$ cat src/hdl/dmx512_spi_frame_builder_macros.svh
// Assertion macros shared by the frame builder modules.
// Depends on nothing; included by the files that check their own logic.
`ifndef DMX512_SPI_FRAME_BUILDER_MACROS_SVH
`define DMX512_SPI_FRAME_BUILDER_MACROS_SVH

`ifndef SYNTHESIS
// Property must hold at every clock edge outside reset.
`define DSFB_ASSERT(label, clk, rst, prop, msg) \
   label: assert property (@(posedge clk) disable iff (rst) (prop)) else $error(msg);
// Condition must never be seen at a clock edge outside reset.
`define DSFB_ASSERT_NEVER(label, clk, rst, cond, msg) \
   label: assert property (@(posedge clk) disable iff (rst) !(cond)) else $error(msg);
`else
`define DSFB_ASSERT(label, clk, rst, prop, msg)
`define DSFB_ASSERT_NEVER(label, clk, rst, cond, msg)
`endif

`endif

$ cat src/hdl/dsfb_pkg.sv
// Types, codes and frame layout constants of the DMX512 SPI frame builder.
// Depends on nothing; every module of the block uses it.
`timescale 1ns / 1ps

package dsfb_pkg;

   // Frame layout, in SPI bytes (one byte per DMX bit time).
   localparam int MTBP_LEN  = 2;
   localparam int BREAK_LEN = 23;
   localparam int MAB_LEN   = 3;
   localparam int MAX_SLOTS = 512;

   localparam int FRAME_LEN      = 11;
   localparam int HDR_FILL_LEN   = MTBP_LEN + BREAK_LEN + MAB_LEN;
   localparam int RUN_HEADER_LEN = HDR_FILL_LEN + FRAME_LEN;

   localparam int SLOT_CNT_W = $clog2(MAX_SLOTS + 1);
   localparam int POS_W      = $clog2(RUN_HEADER_LEN + 1);

   localparam int QUEUE_DEPTH = 2;
   localparam int QPTR_W      = (QUEUE_DEPTH > 1) ? $clog2(QUEUE_DEPTH) : 1;
   localparam int QCNT_W      = $clog2(QUEUE_DEPTH + 1);

   // Input action codes.
   localparam logic [1:0] ACT_BEGIN  = 2'd0;
   localparam logic [1:0] ACT_SLOT   = 2'd1;
   localparam logic [1:0] ACT_END    = 2'd2;
   localparam logic [1:0] ACT_UNUSED = 2'd3;

   // Register indexes of the configuration port.
   localparam logic [2:0] CSR_IDLE_FILL  = 3'd0;
   localparam logic [2:0] CSR_BREAK_FILL = 3'd1;
   localparam logic [2:0] CSR_MAB_FILL   = 3'd2;
   localparam logic [2:0] CSR_START_BIT  = 3'd3;
   localparam logic [2:0] CSR_STOP_BIT   = 3'd4;

   localparam logic [7:0] BYTE_ONES  = 8'hFF;
   localparam logic [7:0] BYTE_ZEROS = 8'h00;

   typedef enum logic [1:0] {
      OP_HEADER,
      OP_FRAME,
      OP_PAD
   } op_type;

   // One run of bytes for the back end to send.
   typedef struct packed {
      op_type     op;
      logic [7:0] level;
      logic [2:0] pad_len;
   } cmd_type;

   typedef struct packed {
      logic [7:0] idle_fill;
      logic [7:0] break_fill;
      logic [7:0] mab_fill;
      logic [7:0] start_bit;
      logic [7:0] stop_bit;
   } cfg_type;

endpackage

$ cat src/hdl/dsfb_front.sv
// Front end: classifies incoming items, keeps the slot count and byte phase,
// and hands byte runs to the queue. Depends on dsfb_pkg.
`timescale 1ns / 1ps

module dsfb_front (
   input  logic               clock,
   input  logic               reset,
   input  logic               req_valid,
   output logic               req_ready,
   input  logic [1:0]         req_action,
   input  logic [7:0]         req_slot_value,
   output logic               push_valid,
   input  logic               push_ready,
   output dsfb_pkg::cmd_type  push_cmd
);

   logic [dsfb_pkg::SLOT_CNT_W-1:0] slot_count_ff, slot_count_in;
   logic [2:0]                      byte_phase_ff, byte_phase_in;
   logic                            accept;
   logic [2:0]                      pad_len;

   // Dropped and ignored items are still taken, so ready follows the queue.
   assign req_ready = push_ready;
   assign accept    = req_valid && req_ready;
   assign pad_len   = 3'd0 - byte_phase_ff;

   always_comb begin
      push_valid       = 1'b0;
      push_cmd.op      = dsfb_pkg::OP_FRAME;
      push_cmd.level   = req_slot_value;
      push_cmd.pad_len = pad_len;
      slot_count_in    = slot_count_ff;
      byte_phase_in    = byte_phase_ff;
      unique case (req_action)
         dsfb_pkg::ACT_BEGIN: begin
            push_valid     = accept;
            push_cmd.op    = dsfb_pkg::OP_HEADER;
            push_cmd.level = dsfb_pkg::BYTE_ZEROS;
            if (accept) begin
               slot_count_in = '0;
               byte_phase_in = byte_phase_ff + 3'(dsfb_pkg::RUN_HEADER_LEN);
            end
         end
         dsfb_pkg::ACT_SLOT: begin
            if (slot_count_ff < dsfb_pkg::SLOT_CNT_W'(dsfb_pkg::MAX_SLOTS)) begin
               push_valid = accept;
               if (accept) begin
                  slot_count_in = slot_count_ff + 1'b1;
                  byte_phase_in = byte_phase_ff + 3'(dsfb_pkg::FRAME_LEN);
               end
            end
         end
         dsfb_pkg::ACT_END: begin
            push_cmd.op = dsfb_pkg::OP_PAD;
            // An already aligned stream needs no padding and sends nothing.
            if (pad_len != 3'd0) begin
               push_valid = accept;
               if (accept) begin
                  byte_phase_in = 3'd0;
               end
            end
         end
         dsfb_pkg::ACT_UNUSED: begin
            push_valid = 1'b0;
         end
         default: begin
            push_valid = 1'b0;
         end
      endcase
   end

   always_ff @(posedge clock) begin
      if (reset) begin
         slot_count_ff <= '0;
         byte_phase_ff <= '0;
      end else begin
         slot_count_ff <= slot_count_in;
         byte_phase_ff <= byte_phase_in;
      end
   end

endmodule

$ cat src/hdl/dsfb_queue.sv
// Short command queue between the front and back ends.
// Depends on dsfb_pkg and the assertion macro header.
`timescale 1ns / 1ps
`include "dmx512_spi_frame_builder_macros.svh"

module dsfb_queue (
   input  logic               clock,
   input  logic               reset,
   input  logic               push_valid,
   output logic               push_ready,
   input  dsfb_pkg::cmd_type  push_cmd,
   output logic               pop_valid,
   input  logic               pop,
   output dsfb_pkg::cmd_type  pop_cmd
);

   dsfb_pkg::cmd_type               entry_ff [dsfb_pkg::QUEUE_DEPTH];
   logic [dsfb_pkg::QPTR_W-1:0]     wr_ptr_ff, wr_ptr_in;
   logic [dsfb_pkg::QPTR_W-1:0]     rd_ptr_ff, rd_ptr_in;
   logic [dsfb_pkg::QCNT_W-1:0]     count_ff, count_in;
   logic                            do_push;
   logic                            do_pop;

   assign push_ready = count_ff != dsfb_pkg::QCNT_W'(dsfb_pkg::QUEUE_DEPTH);
   assign pop_valid  = count_ff != '0;
   assign pop_cmd    = entry_ff[rd_ptr_ff];
   assign do_push    = push_valid && push_ready;
   assign do_pop     = pop && pop_valid;

   always_comb begin
      wr_ptr_in = wr_ptr_ff;
      rd_ptr_in = rd_ptr_ff;
      count_in  = count_ff;
      if (do_push) begin
         wr_ptr_in = (wr_ptr_ff == dsfb_pkg::QPTR_W'(dsfb_pkg::QUEUE_DEPTH - 1)) ?
                     '0 : wr_ptr_ff + 1'b1;
      end
      if (do_pop) begin
         rd_ptr_in = (rd_ptr_ff == dsfb_pkg::QPTR_W'(dsfb_pkg::QUEUE_DEPTH - 1)) ?
                     '0 : rd_ptr_ff + 1'b1;
      end
      if (do_push && !do_pop) begin
         count_in = count_ff + 1'b1;
      end else if (do_pop && !do_push) begin
         count_in = count_ff - 1'b1;
      end
   end

   always_ff @(posedge clock) begin
      if (reset) begin
         wr_ptr_ff <= '0;
         rd_ptr_ff <= '0;
         count_ff  <= '0;
      end else begin
         wr_ptr_ff <= wr_ptr_in;
         rd_ptr_ff <= rd_ptr_in;
         count_ff  <= count_in;
      end
   end

   always_ff @(posedge clock) begin
      if (do_push) begin
         entry_ff[wr_ptr_ff] <= push_cmd;
      end
   end

   `DSFB_ASSERT_NEVER(a_queue_overfill, clock, reset,
      count_ff > dsfb_pkg::QCNT_W'(dsfb_pkg::QUEUE_DEPTH), "queue holds more than its depth")
   `DSFB_ASSERT_NEVER(a_queue_pop_empty, clock, reset, pop && !pop_valid,
      "back end pops an empty queue")
   `DSFB_ASSERT(a_queue_count_step, clock, reset,
      (do_push && !do_pop) |=> (count_ff == $past(count_ff) + 1'b1),
      "queue count did not follow a push")

endmodule

$ cat src/hdl/dsfb_back.sv
// Back end: expands each queued command into SPI bytes, one per cycle while
// the receiver takes them, into the result register. Depends on dsfb_pkg and the macro header.
`timescale 1ns / 1ps
`include "dmx512_spi_frame_builder_macros.svh"

module dsfb_back (
   input  logic               clock,
   input  logic               reset,
   input  dsfb_pkg::cfg_type  cfg,
   input  logic               cmd_valid,
   input  dsfb_pkg::cmd_type  cmd,
   output logic               pop,
   output logic               rsp_valid,
   input  logic               rsp_ready,
   output logic [7:0]         rsp_spi_byte,
   output logic               rsp_last_of_run
);

   localparam int POS_W = dsfb_pkg::POS_W;
   localparam logic [POS_W-1:0] MTBP_END  = POS_W'(dsfb_pkg::MTBP_LEN);
   localparam logic [POS_W-1:0] BREAK_END = POS_W'(dsfb_pkg::MTBP_LEN + dsfb_pkg::BREAK_LEN);
   localparam logic [POS_W-1:0] FILL_END  = POS_W'(dsfb_pkg::HDR_FILL_LEN);

   logic [POS_W-1:0] pos_ff, pos_in;
   logic [POS_W-1:0] run_len;
   logic [POS_W-1:0] frame_pos;
   logic [2:0]       bit_index;
   logic             advance;
   logic             last;
   logic [7:0]       byte_val;
   logic             rsp_valid_ff, rsp_valid_in;
   logic [7:0]       rsp_byte_ff;
   logic             rsp_last_ff;

   always_comb begin
      unique case (cmd.op)
         dsfb_pkg::OP_HEADER: run_len = POS_W'(dsfb_pkg::RUN_HEADER_LEN);
         dsfb_pkg::OP_FRAME:  run_len = POS_W'(dsfb_pkg::FRAME_LEN);
         dsfb_pkg::OP_PAD:    run_len = POS_W'(cmd.pad_len);
         default:             run_len = POS_W'(dsfb_pkg::FRAME_LEN);
      endcase
   end

   // The slot frame sits after the fill bytes in a header run.
   assign frame_pos = (cmd.op == dsfb_pkg::OP_HEADER) ? pos_ff - FILL_END : pos_ff;
   assign bit_index = 3'(frame_pos - 1'b1);

   always_comb begin
      if (cmd.op == dsfb_pkg::OP_PAD) begin
         byte_val = dsfb_pkg::BYTE_ZEROS;
      end else if (cmd.op == dsfb_pkg::OP_HEADER && pos_ff < MTBP_END) begin
         byte_val = cfg.idle_fill;
      end else if (cmd.op == dsfb_pkg::OP_HEADER && pos_ff < BREAK_END) begin
         byte_val = cfg.break_fill;
      end else if (cmd.op == dsfb_pkg::OP_HEADER && pos_ff < FILL_END) begin
         byte_val = cfg.mab_fill;
      end else if (frame_pos == '0) begin
         byte_val = cfg.start_bit;
      end else if (frame_pos < POS_W'(9)) begin
         byte_val = cmd.level[bit_index] ? dsfb_pkg::BYTE_ONES : dsfb_pkg::BYTE_ZEROS;
      end else begin
         byte_val = cfg.stop_bit;
      end
   end

   assign advance = cmd_valid && (!rsp_valid_ff || rsp_ready);
   assign last    = pos_ff == run_len - 1'b1;
   assign pop     = advance && last;

   always_comb begin
      pos_in       = pos_ff;
      rsp_valid_in = rsp_valid_ff && !rsp_ready;
      if (advance) begin
         pos_in       = last ? '0 : pos_ff + 1'b1;
         rsp_valid_in = 1'b1;
      end
   end

   always_ff @(posedge clock) begin
      if (reset) begin
         pos_ff       <= '0;
         rsp_valid_ff <= 1'b0;
      end else begin
         pos_ff       <= pos_in;
         rsp_valid_ff <= rsp_valid_in;
      end
   end

   always_ff @(posedge clock) begin
      if (advance) begin
         rsp_byte_ff <= byte_val;
         rsp_last_ff <= last;
      end
   end

   assign rsp_valid       = rsp_valid_ff;
   assign rsp_spi_byte    = rsp_byte_ff;
   assign rsp_last_of_run = rsp_last_ff;

   `DSFB_ASSERT(a_back_pop_marks_last, clock, reset,
      pop |=> (rsp_valid_ff && rsp_last_ff), "run ended without a last-of-run byte")
   `DSFB_ASSERT_NEVER(a_back_pos_in_run, clock, reset,
      cmd_valid && (pos_ff >= run_len), "byte position past the end of its run")
   `DSFB_ASSERT(a_back_pos_idle, clock, reset,
      !cmd_valid |-> (pos_ff == '0), "byte position left mid-run with no command")

endmodule

$ cat src/hdl/dmx512_spi_frame_builder.sv
// DMX512 frame builder producing an SPI byte stream, one byte per DMX bit.
// Channels:
//   req_*  input items: action (begin, slot, end) and slot_value.
//   rsp_*  result bytes: rsp_spi_byte, with rsp_last_of_run on the final
//          byte that an item causes.
//   csr_*  register writes by index; always ready.
// A begin item gives 39 bytes (fill bytes then a zero start-code frame), a
// slot gives 11 bytes, an end gives 0 to 7 zero pad bytes. Slots beyond the
// maximum count, unused actions and aligned ends give nothing.
// The first byte of an item passes through the command queue and then the
// result register before it is presented on rsp_*. The back end sends one
// byte per cycle through the result register while the receiver takes them.
// A two-entry command queue lets the next items be taken while a run is
// still being sent.
// Reset clears the slot count, byte phase, queue and result valid flag and
// loads the register defaults. When the receiver stalls, the result byte
// holds, the queue fills and then req_ready falls until it drains.
// Depends on dsfb_pkg, dsfb_front, dsfb_queue and dsfb_back.
`timescale 1ns / 1ps

module dmx512_spi_frame_builder (
   input  logic       clock,
   input  logic       reset,
   input  logic       req_valid,
   output logic       req_ready,
   input  logic [1:0] req_action,
   input  logic [7:0] req_slot_value,
   output logic       rsp_valid,
   input  logic       rsp_ready,
   output logic [7:0] rsp_spi_byte,
   output logic       rsp_last_of_run,
   input  logic       csr_valid,
   output logic       csr_ready,
   input  logic [2:0] csr_index,
   input  logic [7:0] csr_wdata
);

   dsfb_pkg::cfg_type cfg_ff, cfg_in;
   dsfb_pkg::cmd_type push_cmd;
   dsfb_pkg::cmd_type pop_cmd;
   logic              push_valid;
   logic              push_ready;
   logic              pop_valid;
   logic              pop;

   assign csr_ready = 1'b1;

   always_comb begin
      cfg_in = cfg_ff;
      if (csr_valid && csr_ready) begin
         unique case (csr_index)
            dsfb_pkg::CSR_IDLE_FILL:  cfg_in.idle_fill  = csr_wdata;
            dsfb_pkg::CSR_BREAK_FILL: cfg_in.break_fill = csr_wdata;
            dsfb_pkg::CSR_MAB_FILL:   cfg_in.mab_fill   = csr_wdata;
            dsfb_pkg::CSR_START_BIT:  cfg_in.start_bit  = csr_wdata;
            dsfb_pkg::CSR_STOP_BIT:   cfg_in.stop_bit   = csr_wdata;
            default:                  cfg_in = cfg_ff;
         endcase
      end
   end

   always_ff @(posedge clock) begin
      if (reset) begin
         cfg_ff.idle_fill  <= 8'hFF;
         cfg_ff.break_fill <= 8'h00;
         cfg_ff.mab_fill   <= 8'hFF;
         cfg_ff.start_bit  <= 8'h00;
         cfg_ff.stop_bit   <= 8'hFF;
      end else begin
         cfg_ff <= cfg_in;
      end
   end

   dsfb_front u_front (
      .clock          (clock),
      .reset          (reset),
      .req_valid      (req_valid),
      .req_ready      (req_ready),
      .req_action     (req_action),
      .req_slot_value (req_slot_value),
      .push_valid     (push_valid),
      .push_ready     (push_ready),
      .push_cmd       (push_cmd)
   );

   dsfb_queue u_queue (
      .clock      (clock),
      .reset      (reset),
      .push_valid (push_valid),
      .push_ready (push_ready),
      .push_cmd   (push_cmd),
      .pop_valid  (pop_valid),
      .pop        (pop),
      .pop_cmd    (pop_cmd)
   );

   dsfb_back u_back (
      .clock           (clock),
      .reset           (reset),
      .cfg             (cfg_ff),
      .cmd_valid       (pop_valid),
      .cmd             (pop_cmd),
      .pop             (pop),
      .rsp_valid       (rsp_valid),
      .rsp_ready       (rsp_ready),
      .rsp_spi_byte    (rsp_spi_byte),
      .rsp_last_of_run (rsp_last_of_run)
   );

endmodule
$ cat config.mk
export PLATFORM = sky130hd
export DESIGN_NAME = dmx512_spi_frame_builder
export DESIGN_NICKNAME = d
export VERILOG_FILES = /design/src/hdl/dsfb_pkg.sv /design/src/hdl/dsfb_front.sv /design/src/hdl/dsfb_queue.sv /design/src/hdl/dsfb_back.sv /design/src/hdl/dmx512_spi_frame_builder.sv
export VERILOG_INCLUDE_DIRS = /design/src /design/src/hdl
export SDC_FILE = /design/constraint.sdc
export NUM_CORES = 1
export LEC_CHECK = 0
export BUFFER_PORTS_ARGS = -buffer_cell sky130_fd_sc_hd__buf_2
export CORE_MARGIN = 2
export CORE_UTILIZATION = 40
export DETAILED_ROUTE_END_ITERATION = 12
export GPL_TIMING_DRIVEN = 0
export PLACE_DENSITY = 0.64
export SKIP_CTS_REPAIR_TIMING = 1
export SLEW_MARGIN = 20
export SYNTH_ARGS = -nofsm -noshare
export SYNTH_HDL_FRONTEND = slang
export SYNTH_SLANG_ARGS = --single-unit
$ cat constraint.sdc
create_clock -name clock -period 4.75 [get_ports clock]
set_clock_uncertainty 0.15 [all_clocks]
set_input_delay 0 -clock clock [delete_from_list [all_inputs] [get_ports clock]]
set_output_delay 0 -clock clock [all_outputs]
set_load 0.005 [all_outputs]
Word-level counts from Yosys, hierarchy flattened
Memory sizes are Yosys's and may differ from the RTL's. A register that Yosys moved wholly into a read port is not among the register bits.
Cells that the tools add are included.
{ "op_classes": {"addsub": 12, "order_cmp": 6, "eq_ne": 15, "muxes": 35, "reduce_logical": 32} }
{ "op_table": {"columns": ["operator", "n"], "rows": [
  ["two-way mux 8 bit", 7],
  ["two-way mux 10 bit", 3],
  ["case mux 10 bit (2 select lines)", 1],
  ["two-way mux 3 bit", 5],
  ["< comparator 6 x 5 -> 1 bit (second input constant)", 2],
  ["two-way mux 6 bit", 2],
  ["case mux 6 bit (2 select lines)", 1],
  ["logical AND 1 bit", 11],
  ["adder 10 x 1 -> 10 bit (second input constant)", 1],
  ["< comparator 10 bit (second input constant)", 1],
  ["two-way mux 1 bit", 10],
  ["!= test 2 x 1 -> 1 bit (second input constant)", 5],
  ["AND reduction 2 bit", 5],
  ["case mux 3 bit (3 select lines)", 1],
  ["adder 6 x 1 -> 6 bit (second input constant)", 1],
  ["equality test 2 bit (second input constant)", 3],
  ["equality test 3 x 2 -> 1 bit (second input constant)", 2],
  ["equality test 6 bit", 1],
  ["logical NOT 6 bit", 1],
  ["< comparator 6 x 2 -> 1 bit (second input constant)", 1],
  ["< comparator 6 x 4 -> 1 bit (second input constant)", 1],
  ["AND reduction 6 bit", 1],
  ["nonzero test 2 bit", 3],
  ["nonzero test 3 bit", 2],
  ["23 further kinds", 29]
]} }
{ "word_totals": {"register_bits": 73, "ram_bits": 26, "in_bits": 26, "out_inout_bits": 12, "word_cells": 115, "n_memories": 1} }
{ "mem_list": {"columns": ["memory", "words", "word_bits", "rd", "rd_clocked_by_memory_dff", "wr", "line", "rtl"], "rows": [
  ["u_queue.entry_ff", 2, 13, 1, 1, 1, "dsfb_queue.sv:17", "dsfb_pkg::cmd_type entry_ff [dsfb_pkg::QUEUE_DEPTH];"]
]} }

Depth between registers and ports, before layout
Gate-level depths: netlist (run 1).
{ "logic_depth": {"ltp_word": 11, "ltp_mapped": 17} }

Hierarchy
From an unflattened synthesis (run 1), not the netlist that was laid out.
{ "hier_totals": {"cells_unflattened": 479, "hier_area_um2": 4934.7} }
{ "modules_own_cells": {"columns": ["module", "n_inst", "cells_per_inst", "area_per_inst_um2"], "rows": [
  ["dmx512_spi_frame_builder", 1, 156, 1606.5],
  ["dsfb_back", 1, 168, 1415.1],
  ["dsfb_queue", 1, 64, 1162.4],
  ["dsfb_front", 1, 91, 750.7]
]} }

Least setup slack after synthesis (run 1)
OpenSTA, ideal clock, no wires.
{ "synth_path": {"path_kind": "register to register", "start": "register (tool-made name)", "end": "register u_queue.count_ff[1] in the netlist's numbering", "setup_ps": 70, "arrival_ps": 3140, "setup_slack_ps": 1390, "stages_incl_launch_ff": 17, "synth_period_minus_slack_ps": 3360, "path_cell_list": "dfxtp_1 -> buf_6 -> buf_8 -> nand3b_1 -> o31a_1 -> nor2_1 -> ha_1 -> xnor2_1 -> xnor2_1 -> o2111ai_1 -> or4_1 -> buf_2 -> inv_1 -> nand2_1 -> ha_1 -> or3_1 -> a21oi_1"} }
{ "synth_rtl": {"columns": ["item", "line", "rtl"], "rows": [
  ["to (signal assigned)", "dsfb_queue.sv:57", "count_ff <= count_in;"],
  ["to (decl)", "dsfb_queue.sv:20", "logic [dsfb_pkg::QCNT_W-1:0] count_ff, count_in;"]
]} }

==> flow_metrics.env, run 1 <==
export IMPL_diodes=0
export IMPL_reg2reg_to="u_queue.count_ff[1]"
export IMPL_min_period_over_period_pct=79.8
export IMPL_reg2regPathDepth=16
export IMPL_first_global_vias=3580
export IMPL_chipWidth_um=113
export IMPL_status="complete, but fails checks"
export IMPL_holdCritPathClass="in -> reg"
export IMPL_die_h_um=113
export IMPL_synth_cell_types=57
export IMPL_grt_max_degree=17
export IMPL_finalWirelength_um=11200
export IMPL_synth_top_family_by_area="simple AND/OR/NAND/NOR gates"
export IMPL_first_pass_iters=6
export IMPL_p_leak_uw=0.00212
export IMPL_dpl_instance_area_um2=5150
export IMPL_critPathKind="reg -> reg"
export IMPL_path_buf_inv=4
export IMPL_netlist_instances=500
export IMPL_clkLatencyLatePin_ps=340
export IMPL_async_flop_share_pct=0
export IMPL_p_sw_share_pct=28.3
export IMPL_relSlewSlack_pct=48.0
export IMPL_fmax_ghz=0.264
export IMPL_hold_viol=14
export IMPL_gp_congestion=0.841
export IMPL_io_pins=38
export IMPL_critPathCaptureType="register"
export IMPL_yosys_area_share_simple_pct=24.1
export IMPL_setup_viol=0
export IMPL_cp_depth=16
export IMPL_drcViolationCount=0
export IMPL_power_density_nw_per_um2=378
export IMPL_worst_slew_pin_transition_ps=777
export IMPL_htreeDepth=3
export IMPL_path_max_fanout=10
export IMPL_switchingPower_uw=601
export IMPL_muxShareOfSynthArea_pct=5.36
export IMPL_clkPwrFrac_pct=32.2
export IMPL_cts_tree="yes"
export IMPL_area_growth_pct=17.5
export IMPL_ys_ff_latch=100
export IMPL_synthAdderAreaFrac_pct=2.88
export IMPL_syn_area_um2=4790
export IMPL_combPwrFrac_pct=20.3
export IMPL_cts_made_buffers=9
export IMPL_grt_overflow_total=0
export IMPL_clk_pin_slew_ps=70
export IMPL_drt_iter0_drc=224
export IMPL_fin_area_um2=5620
export IMPL_setup_tns_ps=0
export IMPL_grt_usage_pct=17.6
export IMPL_initial_core_util_pct=41.4
export IMPL_min_period_ps=3790
export IMPL_whs_ps=-18.3
export IMPL_rsz0062_at_grt="false"
export IMPL_drive_above_1_share_pct=12.4
export IMPL_nets=604
export IMPL_clockBufferDepth=2
export IMPL_cp_endpoint="u_queue.count_ff[1]"
export IMPL_slowest_stage="or4_1"
export IMPL_pwr_share_seq_pct=47.6
export IMPL_failed_checks="negative hold slack"
export IMPL_routed_via_density=5.37
export IMPL_yosysSeqAreaShare_pct=49.1
export IMPL_cts_sinks=100
export IMPL_ys_warn_count=0
export IMPL_avgRoutedWirePerCell_um=15.6
export IMPL_rrSetupSlack_ps=960
export IMPL_port_buffer_count=36
export IMPL_dpl_hpwl_um=7810
export IMPL_avgSynthCellArea_um2=9.57
export IMPL_slowest_delay_ps=590
export IMPL_antenna_found_initial=0
export IMPL_startpoint_type="register"
export IMPL_synth_edf_count=35
export IMPL_drv_slew=0
export IMPL_vias=3843
export IMPL_ys_flop_type="dfxtp_1"
export IMPL_synth_xor_area_share_pct=2.85
export IMPL_grt_pass1_wl_um=17900
export IMPL_crit_family="simple AND/OR/NAND/NOR gates"
export IMPL_coreArea_um2=11600
export IMPL_worstPathArrival_ps=3920
export IMPL_ant_nets=0
export IMPL_rows=39
export IMPL_synth_compound_area_share_pct=12.3
export IMPL_cts_root_buf="clkbuf_16"
export IMPL_path_cells="buf_6 -> buf_8 -> nand3b_1 -> o31a_1 -> nor2_1 -> ha_1 -> xnor2_1 -> xnor2_1 -> o2111ai_1 -> or4_1 -> buf_2 -> inv_1 -> nand2_1 -> ha_1 -> or3_1 -> a21oi_1"
export IMPL_peakVddDrop_uv=146
export IMPL_cp_required_ps=4870
export IMPL_maxCapViolCount=0
export IMPL_power_internal_uw=1520
export IMPL_synth_fp_nets=537
export IMPL_n_fill_cell=1073
export IMPL_dieArea_um2=12900
## stage by stage
stage,std cells,utilization [%],total power (µW),worst slack [ps],hold WS (ps)
final,715,48.6,2120,957,-18.3
after global routing,715,48.6,2220,744,21.4
after CTS,695,46.8,2120,970,-218
after detailed placement,679,44.5,1440,1010,135
after global placement,679,44.5,1430,1100,131
after floorplan,500,-,1300,1390,-32.1
## power by group through the flow
| stage | registers (µW) | logic [µW] | clock network [µW] |
|---|---|---|---|
| finish | 1010 | 430 | 683 |
| global route | 1020 | 473 | 729 |
| CTS | 1010 | 415 | 695 |
| detailed placement | 1030 | 413 | 0 |
| global placement | 1030 | 401 | 0 |
| floorplan | 1020 | 280 | 0 |
## final cells by class
cell class,count,area [µm²],area share [%]
plain buffers,24,114,2.02
clock inverters,4,25.0,0.445
repair buffers,56,380,6.76
inverters,12,45.0,0.801
clock buffers,12,246,4.38
flip-flops and latches,100,2350,41.8
multi-input cells,364,2280,40.6
well taps,143,179,3.18
## Yosys cell counts (2+ instances only)
master / count / area share (%)
a211o_1: 8 / 1.5
a21oi_1: 41 / 4.3
a31oi_1: 2 / 0.26
and3_1: 6 / 0.78
clkbuf_1: 20 / 1.6
dfxtp_1: 65 / 27
edfxtp_1: 35 / 22
ha_1: 11 / 2.9
inv_1: 12 / 0.94
mux2_2: 3 / 0.71
mux2i_1: 11 / 2.3
mux4_2: 5 / 2.4
nand2_1: 98 / 7.7
nand2b_1: 9 / 1.2
nand3_1: 11 / 1.1
nand3b_1: 21 / 3.3
nand4_1: 5 / 0.65
nor2_1: 29 / 2.3
nor2b_1: 21 / 2.7
nor3_1: 6 / 0.63
nor3b_1: 3 / 0.47
nor3b_2: 2 / 0.52
o211ai_1: 3 / 0.47
o21ai_0: 7 / 0.73
o21ai_1: 3 / 0.31
o221ai_1: 14 / 2.6
o31ai_1: 2 / 0.31
or3_1: 7 / 0.91
xnor2_1: 5 / 0.91
xor2_1: 8 / 1.5
## worst min-delay path: stages
cell	delay (ps)
buf_2	120
nor2_1	150
nand2_1	100
a21oi_1	50
## registers in the layout, summed over array words and instances, names as in the netlist, 2 cells and up, named ones only
register / cells
u_back.pos_ff: 6
u_front.slot_count_ff: 10
cfg_ff: 40
u_back.rsp_spi_byte: 8
u_front.byte_phase_ff: 3
u_queue.entry_ff: 26
u_queue.count_ff: 2
## layout by cell type, fill, tap and decap left out, types with 12 or more instances in the layout
cell type	netlist	routed
nor2b_1	21	21
dfxtp_1	65	65
dlygate4sd3_1	0	20
o221ai_1	14	14
nand3b_1	21	21
nand2_1	98	98
edfxtp_1	35	35
a21oi_1	41	41
inv_1	12	12
nor2_1	29	27
buf_2	1	37
clkbuf_1	20	22
## worst min-delay path by stage
stage          cells after the start    startpoint                       end
2_1_floorplan                      1  csr_wdata[7]                cfg_ff[23]
3_3_place_gp                       2  csr_wdata[6]                cfg_ff[22]
3_5_place_dp                       2  csr_wdata[6]                cfg_ff[22]
4_1_cts                            2  csr_wdata[6]                cfg_ff[22]
5_1_grt                            3     req_valid  u_front.slot_count_ff[3]
6_report                           4  csr_index[1]                cfg_ff[24]
## cells by family (layout without fill, tap and decap cells)
group / Yosys count / after routing
AND/OR/NAND/NOR: 228 / 228
flip-flops: 100 / 100
AO/OA/AOI/OAI: 91 / 91
buffers and inverters: 36 / 108
multiplexers: 19 / 19
XOR/XNOR: 14 / 14
adder cells (fa/ha/maj): 11 / 11
other: 1 / 1
## per-layer routing
layer  share of wire, %  vias to the layer above  routed length [µm]  GRT usage [%]
met1                 44                     1801                4900           23.6
met4                2.3                        0                 258           7.15
met2                 48                      110                5380           28.7
met5                  0                        -                   0              0
li1                   -                     1912                   -              -
met3                5.8                       20                 644           2.82
No activity file was read; power rests on OpenSTA's default activity.
==> inputs of run 2 (changes only) <==
--- a/config.mk
+++ b/config.mk
@@ -6,6 +6,7 @@
 export SDC_FILE = /design/constraint.sdc
 export NUM_CORES = 1
 export LEC_CHECK = 0
+export ABC_AREA = 1
 export BUFFER_PORTS_ARGS = -buffer_cell sky130_fd_sc_hd__buf_2
 export CORE_MARGIN = 2
 export CORE_UTILIZATION = 40
==> constraint.sdc (replaced) <==
create_clock -name clock -period 3.9 [get_ports clock]
set_clock_uncertainty 0.15 [all_clocks]
set_input_delay 0 -clock clock [delete_from_list [all_inputs] [get_ports clock]]
set_output_delay 0 -clock clock [all_outputs]
set_load 0.005 [all_outputs]
==> flow_metrics.env, run 2 <==
export IMPL_relSlewSlack_pct=49.0
export IMPL_dpl_hpwl_um=8430
export IMPL_area_growth_pct=17.9
export IMPL_fmax_ghz=0.306
export IMPL_cts_made_buffers=9
export IMPL_cts_root_buf="clkbuf_16"
export IMPL_first_pass_iters=5
export IMPL_critPathKind="reg -> reg"
export IMPL_clk_pin_slew_ps=60
export IMPL_clockBufferDepth=2
export IMPL_setup_tns_ps=0
export IMPL_setup_viol=0
export IMPL_ant_nets=0
export IMPL_nets=743
export IMPL_synth_edf_count=35
export IMPL_largestRegisters="cfg_ff: 40 flops, u_queue.entry_ff: 26 flops, u_front.slot_count_ff: 10 flops"
export IMPL_peakVddDrop_uv=184
export IMPL_final_cell_mix="nand2_1, inv_1, dfxtp_1"
export IMPL_synth_most_common_cell="nand2_1"
export IMPL_maxCapViolCount=0
export IMPL_synth_top_cells_by_count="nand2_1, inv_1, dfxtp_1"
export IMPL_htreeDepth=3
export IMPL_grt_overflow_total=0
export IMPL_cp_required_ps=3980
export IMPL_path_buf_inv=5
export IMPL_avgRoutedWirePerCell_um=13.1
export IMPL_final_util_pct=48.5
export IMPL_multi_input_comb_area_um2=2140
export IMPL_antenna_found_initial=0
export IMPL_gp_congestion=0.854
export IMPL_fin_area_um2=5850
export IMPL_finalWirelength_um=11500
export IMPL_slowest_stage="ha_1"
export IMPL_synth_top_area_cell="dfxtp_1"
export IMPL_slowest_delay_ps=370
export IMPL_path_max_fanout=10
export IMPL_ys_flop_type="dfxtp_1"
export IMPL_crit_family="simple AND/OR/NAND/NOR gates"
export IMPL_critPathCaptureType="register"
export IMPL_routed_via_density=4.84
export IMPL_clkLatencyLatePin_ps=350
export IMPL_holdCritPathClass="in -> reg"
export IMPL_syn_area_um2=4960
export IMPL_mostFrequentLayoutCell="nand2_1"
export IMPL_synth_top_area_share_pct=26.2
export IMPL_avgSynthCellArea_um2=7.76
export IMPL_min_period_ps=3270
export IMPL_worst_slew_pin_transition_ps=760
export IMPL_min_period_over_period_pct=83.8
export IMPL_dieArea_um2=13300
export IMPL_worstPathArrival_ps=3350
export IMPL_path_cells="buf_6 -> inv_8 -> nand2_4 -> nand2_4 -> nand2_4 -> buf_6 -> nor2_1 -> ha_1 -> inv_1 -> nor3_1 -> nand2_1 -> nand2_1 -> nand2_1 -> nor2_1 -> nand2_1 -> inv_2 -> nand3_4 -> ha_1 -> a21oi_1 -> o21ai_0 -> o21ai_0 -> a21oi_1"
export IMPL_synth_fp_nets=676
export IMPL_path_common_cell="nand2_1"
export IMPL_diodes=0
export IMPL_regMostFlops="cfg_ff"
export IMPL_cts_tree="yes"
export IMPL_whs_ps=-6.89
export IMPL_cts_sinks=100
export IMPL_chipWidth_um=115
export IMPL_hold_viol=2
export IMPL_drv_slew=0
export IMPL_regArea_um2=2350
export IMPL_dpl_instance_area_um2=5350
export IMPL_rows=40
export IMPL_grt_max_degree=17
export IMPL_coreArea_um2=12100
export IMPL_grt_pass1_wl_um=18900
export IMPL_p_leak_uw=0.00273
export IMPL_initial_core_util_pct=41.1
export IMPL_rsz0062_at_grt="false"
export IMPL_synth_area_leaders="dfxtp_1, edfxtp_1, nand2_1, inv_1, o21ai_0"
export IMPL_vias=4252
export IMPL_die_h_um=115
export IMPL_ys_ff_latch=100
export IMPL_ys_warn_count=0
export IMPL_drive_above_1_share_pct=13.2
export IMPL_yosysSeqAreaShare_pct=47.5
export IMPL_drcViolationCount=0
export IMPL_status="complete, but fails checks"
export IMPL_rrSetupSlack_ps=630
export IMPL_startpoint_type="register"
export IMPL_netlist_instances=639
export IMPL_io_pins=38
export IMPL_async_flop_share_pct=0
export IMPL_drt_iter0_drc=430
export IMPL_synth_cell_types=40
export IMPL_largest_reg_flops=40
export IMPL_grt_usage_pct=18.1
export IMPL_first_global_vias=3899
export IMPL_port_buffer_count=36
export IMPL_failed_checks="negative hold slack"
export IMPL_power_density_nw_per_um2=479
export IMPL_n_fill_cell=1149
[run 2: cell types whose count changed after synthesis, moves of 11 or more]
cell      delta
nand3b_1    -21
o221ai_1    -14
nor2_1      +33
nor2b_1     -21
nand2_1     +53
inv_1       +79
o21ai_0     +51
mux2i_1     -11
nand3_1     +28
clkbuf_1    -12
[run 2: final timing paths]
kind | startpoint | endpoint | cells past startpoint
worst max-delay path | register | u_queue.count_ff[1] | 22
worst min-delay path | csr_index[1] | cfg_ff[31] | 4
worst max register to register | register | u_queue.count_ff[1] | 22
worst min register to register | cfg_ff[8] | cfg_ff[8] | 2
[run 2: metrics by stage]
step                setup WS [ps]  cells  total power [µW]
global route                  236    879              2950
finish                        631    879              2800
global placement              817    843              1880
CTS                           646    859              2790
floorplan                    1070    639              1710
detailed placement            671    843              1900
[run 2: kinds of logic after synthesis]
logic type / synth area share, %
compound gates: 12.0
xor+xnor: 1.59
fa+ha+maj: 2.78
buf+inv: 9.46
flops: 47.5
other cells: 0.0756
simple gates: 26.6
[run 2: worst min-delay path: stages]
cell and delay, ps:
buf_2 110, nor3_1 120, o21ai_0 170, nor2_1 50
[run 2: report_power, final]
part	internal, µW	total (µW)	switching [µW]
sequential	1200	1240	44.7
clock	515	896	381
combinational	230	658	428
[run 2: final cells by class]
type | instances | share of cell area (%)
clock buffers | 12 | 4.22
multi-input cells | 426 | 36.6
flip-flops and latches | 100 | 40.2
repair buffers | 56 | 6.51
well taps | 168 | 3.60
plain buffers | 15 | 1.60
clock inverters | 4 | 0.813
inverters | 98 | 6.42
[run 2: per-layer routing]
layer  up-vias  GRT usage, %  wire, µm
met5         -             0         0
met4         0          6.35       206
met3        15          3.16       584
met2        99          28.3      5260
met1      1954          25.2      5490
li1       2184             -         -
